--- config.mk ---
export PLATFORM = sky130hd
export DESIGN_NAME = gpip_ram
export DESIGN_NICKNAME = d
export VERILOG_FILES = /design/src/gpip_ram.sv
export SDC_FILE = /design/constraint.sdc
export NUM_CORES = 2
export LEC_CHECK = 0
export BUFFER_PORTS_ARGS = -buffer_cell sky130_fd_sc_hd__buf_2
export CAP_MARGIN = 40
export CORE_MARGIN = 3
export CORE_UTILIZATION = 30
export CTS_CLUSTER_DIAMETER = 30
export DETAILED_ROUTE_END_ITERATION = 7
export GPL_TIMING_DRIVEN = 0
export PLACE_DENSITY = 0.46
export REMOVE_ABC_BUFFERS = 1
export SETUP_SLACK_MARGIN = 0.1
export SYNTH_ARGS = -nofsm -noshare
export SYNTH_HDL_FRONTEND = slang
export SYNTH_SLANG_ARGS = --single-unit
--- constraint.sdc ---
create_clock -name clk -period 9.77 [get_ports clk]
set_input_delay 2.931 -clock clk [delete_from_list [all_inputs] [get_ports clk]]
set_output_delay 2.931 -clock clk [all_outputs]
set_load 0.005 [all_outputs]
--- src/gpip_ram.sv ---
// ----------------------------------------------------------------------------
// gpip_ram: generic single-port-write, single-port-read RAM
// One write and one read per cycle; the read data is registered.
// ----------------------------------------------------------------------------
module gpip_ram #(
  parameter int WIDTH = 96,
  parameter int DEPTH = 32
) (
  input  logic                     clk,
  input  logic                     we,
  input  logic [$clog2(DEPTH)-1:0] waddr,
  input  logic [WIDTH-1:0]         wdata,
  input  logic [$clog2(DEPTH)-1:0] raddr,
  output logic [WIDTH-1:0]         rdata
);

  logic [WIDTH-1:0] mem [DEPTH];

  always_ff @(posedge clk) begin
    if (we) begin
      mem[waddr] <= wdata;
    end
    rdata <= mem[raddr];
  end

endmodule

# ---- Yosys cells after proc, flatten, opt, wreduce, memory -nomap -nowiden
# Memory sizes are Yosys's and may differ from the RTL's. A register that Yosys moved wholly into a read port is not among the register bits.
# Cells that the tools add are included.
dict set report word_totals {
  mem_bits_rw 3072
  n_memories 1
  regBits 0
  output_inout_bits 96
}
# memory words width rd rd_clocked_by_memory_dff write_ports line_no
set mem_list {}
lappend mem_list {mem 32 96 1 1 1 17} ;# logic [WIDTH-1:0] mem [DEPTH];
dict set report classes {
  mux 2
}
# operator n
set op_table {}
lappend op_table {{two-way mux 1 bit} 2}

# ---- Longest topological paths before layout
dict set report logic_depth {
  word_depth 2
  mapped_depth 9
  depth_no_buf 4
}

# ---- Least setup slack after synthesis
# OpenSTA, ideal clock, no wires.
dict set report synth_timing {
  kind {input -> register}
  start {input port waddr[1]}
  end {memory mem[12][0], enable pin}
  slack_ns 1.629
  t_required_ns 9.218
  arrival_time_ns 7.590
  path_buffers 1
  stages 3
  cell_sequence {or3b_2 > clkbuf_1 > nor2_1}
}
# item line_no
set synth_rtl {}
lappend synth_rtl {{start, declared} 11} ;# input logic [$clog2(DEPTH)-1:0] waddr,
lappend synth_rtl {{end, declared} 17}
# No word-level cell before the write port.

==> report_table.html <==
<table>
<tr><th>Metric</th><th>Value</th></tr>
<tr><th colspan="2">Timing</th></tr>
<tr><td>Slew Viols, Final</td><td>0</td></tr>
<tr><td>Total negative slack for setup checks</td><td>0 ps</td></tr>
<tr><td>Relative slew margins</td><td>0.361</td></tr>
<tr><td>RSZ-0062 raised after global routing</td><td>no</td></tr>
<tr><td>Slew of the pin with the lowest slew margin</td><td>959 ps</td></tr>
<tr><td>Final-report hold violation count</td><td>0</td></tr>
<tr><td>Setup-violating endpoint count in the final report</td><td>0</td></tr>
<tr><td>Shortest period the worst path allows</td><td>6070 ps</td></tr>
<tr><td>Achievable frequency</td><td>165 MHz</td></tr>
<tr><td>Period Utilization, post-route</td><td>0.621</td></tr>
<tr><td>Final clock skew</td><td>37.0 ps</td></tr>
<tr><th colspan="2">Critical path</th></tr>
<tr><td>Kind of end point of the critical path</td><td>register</td></tr>
<tr><td>Cell chain of the critical path</td><td>buf_12 -&gt; buf_16 -&gt; buf_16 -&gt; nor2b_4 -&gt; buf_16 -&gt; buf_12 -&gt; buf_16 -&gt; buf_16 -&gt; a22oi_1 -&gt; a31oi_1 -&gt; nand3_1</td></tr>
<tr><td>Worst-path cell with the longest stage delay</td><td>sky130_fd_sc_hd__nor2b_4</td></tr>
<tr><td>Delay of the slowest critical-path stage</td><td>630 ps</td></tr>
<tr><td>Critical Path Source Type</td><td>input port</td></tr>
<tr><td>Peak fanout along the critical path</td><td>101</td></tr>
<tr><td>CP most frequent cell</td><td>sky130_fd_sc_hd__buf_16</td></tr>
<tr><td>Critical path class</td><td>in -&gt; reg</td></tr>
<tr><td>Register-to-Register Setup Slack</td><td>7940 ps</td></tr>
<tr><td>Arrival time at the worst endpoint</td><td>6820 ps</td></tr>
<tr><td>CP Data Required Time</td><td>10510 ps</td></tr>
<tr><th colspan="2">Finish</th></tr>
<tr><td>Final Non-Filler Cells</td><td>12100</td></tr>
<tr><td>Most common cell after layout, fill and taps aside</td><td>sky130_fd_sc_hd__edfxtp_1</td></tr>
<tr><td>Final instance area</td><td>151000 µm²</td></tr>
<tr><td>Commonest non-fill, non-tap cells in the layout</td><td>sky130_fd_sc_hd__edfxtp_1, sky130_fd_sc_hd__mux2i_1, sky130_fd_sc_hd__clkbuf_16, sky130_fd_sc_hd__a22oi_1, sky130_fd_sc_hd__mux4_2</td></tr>
<tr><td>Area of combinational cells with multiple inputs</td><td>23200 µm²</td></tr>
<tr><td>Fraction of final layout cells sized beyond drive strength 1</td><td>0.270</td></tr>
<tr><td>Number of inserted filler cells in the final layout</td><td>35400</td></tr>
<tr><td>Storage cell area</td><td>94200 µm²</td></tr>
<tr><td>Synthesis-to-layout area growth</td><td>27.8%</td></tr>
<tr><td>Number of nets in the layout</td><td>6495</td></tr>
<tr><td>Utilization after layout</td><td>0.385</td></tr>
<tr><th colspan="2">Run status</th></tr>
<tr><td>Status</td><td>finished clean</td></tr>
<tr><th colspan="2">Placement</th></tr>
<tr><td>Routability Congestion</td><td>0.677</td></tr>
<tr><td>Instance area after placement</td><td>132000 µm²</td></tr>
<tr><td>Placed instance count</td><td>11000</td></tr>
<tr><td>Number of buffers added on ports</td><td>203</td></tr>
<tr><td>HPWL after detailed placement</td><td>219 mm</td></tr>
<tr><th colspan="2">Global route</th></tr>
<tr><td>Grt ovf</td><td>0</td></tr>
<tr><td>Global router's overall resource usage</td><td>0.170</td></tr>
<tr><td>Initial antenna violation count</td><td>69</td></tr>
<tr><td>Number of global-route vias before repair</td><td>62300</td></tr>
<tr><td>Wire length of the first global-routing pass</td><td>484 mm</td></tr>
<tr><td>Largest net degree at the start of global routing</td><td>109</td></tr>
<tr><th colspan="2">Synth</th></tr>
<tr><td>Dominant combinational cell family by area after synthesis</td><td>multiplexers</td></tr>
<tr><td>Synth Area in Compound Gates</td><td>0.0396</td></tr>
<tr><td>Average size of a mapped cell</td><td>21.2 µm²</td></tr>
<tr><td>Xor/xnor share of the synthesized area</td><td>0</td></tr>
<tr><td>Fraction of synthesized area in multiplexers</td><td>0.138</td></tr>
<tr><td>Sequential area share after synthesis</td><td>0.794</td></tr>
<tr><td>Post-synth cell types</td><td>30</td></tr>
<tr><td>Simple-gate share of the synthesized area</td><td>0.0147</td></tr>
<tr><td>Post-Synthesis Cells</td><td>5604</td></tr>
<tr><td>Ys Warns</td><td>0</td></tr>
<tr><td>Synth Cell Area</td><td>119000 µm²</td></tr>
<tr><td>Fraction of the mapped netlist area in adder cells</td><td>0</td></tr>
<tr><td>Flip-flop and latch count after synthesis</td><td>3168</td></tr>
<tr><th colspan="2">Run</th></tr>
<tr><td>Max-capacitance violation count</td><td>0</td></tr>
<tr><th colspan="2">Clocking</th></tr>
<tr><td>Max Root-Sink Buffers</td><td>4</td></tr>
<tr><td>Clock slew seen by the registers of the worst setup and hold paths</td><td>50 ps</td></tr>
<tr><td>CTS root buf</td><td>sky130_fd_sc_hd__clkbuf_16</td></tr>
<tr><td>TritonCTS buffer count</td><td>570</td></tr>
<tr><td>H-tree level count</td><td>6</td></tr>
<tr><td>Clock latency on the worst-skew pair</td><td>900 ps</td></tr>
<tr><td>CTS tree</td><td>yes</td></tr>
<tr><td>CTS Hold Buffers Added</td><td>0</td></tr>
<tr><td>Setup repair bufs after CTS</td><td>0</td></tr>
<tr><td>Number of sinks on the clock net</td><td>3168</td></tr>
<tr><td>Post-cts sizing count</td><td>0</td></tr>
<tr><th colspan="2">Routing</th></tr>
<tr><td>Drt pass-1 iters</td><td>7</td></tr>
<tr><td>Routed wire length</td><td>348 mm</td></tr>
<tr><td>Vias per inst</td><td>4.97</td></tr>
<tr><td>Remaining antenna violation count</td><td>0</td></tr>
<tr><td>DRC violations left</td><td>0</td></tr>
<tr><td>Avg WL per Cell</td><td>28.8 µm</td></tr>
<tr><td>Initial detailed-routing violation count</td><td>4951</td></tr>
<tr><td>Via count</td><td>60100</td></tr>
<tr><th colspan="2">Power and ir drop</th></tr>
<tr><td>Lkg Pwr</td><td>50.4 nW</td></tr>
<tr><td>Ratio of total power to cell area</td><td>240 nW/µm²</td></tr>
<tr><td>Worst vdd rail ir drop</td><td>0.000133 V</td></tr>
<tr><th colspan="2">Worst hold path</th></tr>
<tr><td>Hold WC Path Type</td><td>reg -&gt; reg</td></tr>
<tr><th colspan="2">Floorplanning</th></tr>
<tr><td>Die Ht</td><td>635 µm</td></tr>
<tr><td>Die area</td><td>403000 µm²</td></tr>
<tr><td>Die width</td><td>635 µm</td></tr>
<tr><td>Initial cell density of the core</td><td>0.302</td></tr>
<tr><td>Number of I/O pins</td><td>204</td></tr>
<tr><td>Core box area</td><td>393000 µm²</td></tr>
<tr><td>Site Rows</td><td>230</td></tr>
</table>
==> power breakdown <==
| group | internal (mW) | switching (mW) | total (mW) | leakage (nW) |
|---|---|---|---|---|
| Combinational | 0.529 | 0.868 | 1.40 | 12.6 |
| Clock | 13.2 | 6.52 | 19.7 | 9.34 |
| Sequential | 15.1 | 0.0869 | 15.2 | 28.5 |
==> sequential cells by signal, summed over array words and instances, names as in the netlist <==
name	cells
mem	3072
rdata	96
==> routing by layer <==
metal | GRT usage | wire [µm]
met2 | 0.294 | 176000
met3 | 0.0308 | 18600
met4 | 0.0477 | 9280
met5 | 0 | 159
met1 | 0.217 | 143000
==> cells in the mapped netlist (all sizes together) <==
cell type  instances  area share
edfxtp          3072        0.78
mux2i            768       0.065
a22oi            511       0.032
mux4             384       0.073
nand3            194      0.0082
buf              179      0.0092
clkbuf           139      0.0044
dfxtp             96       0.016
a22o              51      0.0038
a31oi             51      0.0027
nor2              46      0.0015
nand4             45      0.0024
nor2b             15     0.00079
nand2             12     0.00038
and2              10     0.00053
a21oi              9     0.00038
a32oi              5     0.00037
nand3b             5     0.00032
nor3               5     0.00030
or3b               2     0.00015
and3               1    0.000053
and3b              1    0.000074
inv                1    0.000032
nand2b             1    0.000053
or3                1    0.000053
==> worst paths after layout <==
| kind | startpoint | end | cells past startpoint |
|---|---|---|---|
| setup / recovery | raddr[0] | rdata[10]$_DFF_P_ | 11 |
| setup reg to reg | mem[15][52]$_DFFE_PP_ | rdata[52]$_DFF_P_ | 4 |
| hold / removal | mem[20][9]$_DFFE_PP_ | rdata[9]$_DFF_P_ | 4 |
| hold reg to reg | mem[20][9]$_DFFE_PP_ | rdata[9]$_DFF_P_ | 4 |
==> through the flow <==
step / power [mW] / hold slack [ps] / setup slack [ps]
floorplan: 16.0 / 549 / 1700
global placement: 17.4 / 590 / -76830
detailed placement: 16.9 / 590 / 2480
CTS: 36.8 / 603 / 3460
global route: 37.5 / 634 / 3390
finish: 36.4 / 601 / 3700
==> cells by family (layout without fill, tap and decap cells) <==
group	count (synthesis)	after routing
multiplexers	1152	1152
other	0	28
buffers and inverters	319	1564
AO/OA/AOI/OAI	627	627
AND/OR/NAND/NOR	338	338
flip-flops	3168	3168
==> worst max-delay path, delay by kind of cell <==
kind / cells / cell delay [ps]
buffers and inverters: 7 / 2330
AOI/OAI and AO/OA: 2 / 380
and+or+nand+nor: 2 / 770
==> layout make-up <==
cell class	instances	share of cell area
inverter	1	0.0000248
tap	5220	0.0431
clock inverter	330	0.0247
antenna	28	0.000463
timing repair buffer	529	0.0539
sequential	3168	0.622
clock buffer	704	0.103
multi-input combinational	2117	0.153
Note: power is estimated with default switching activity, not from simulation.
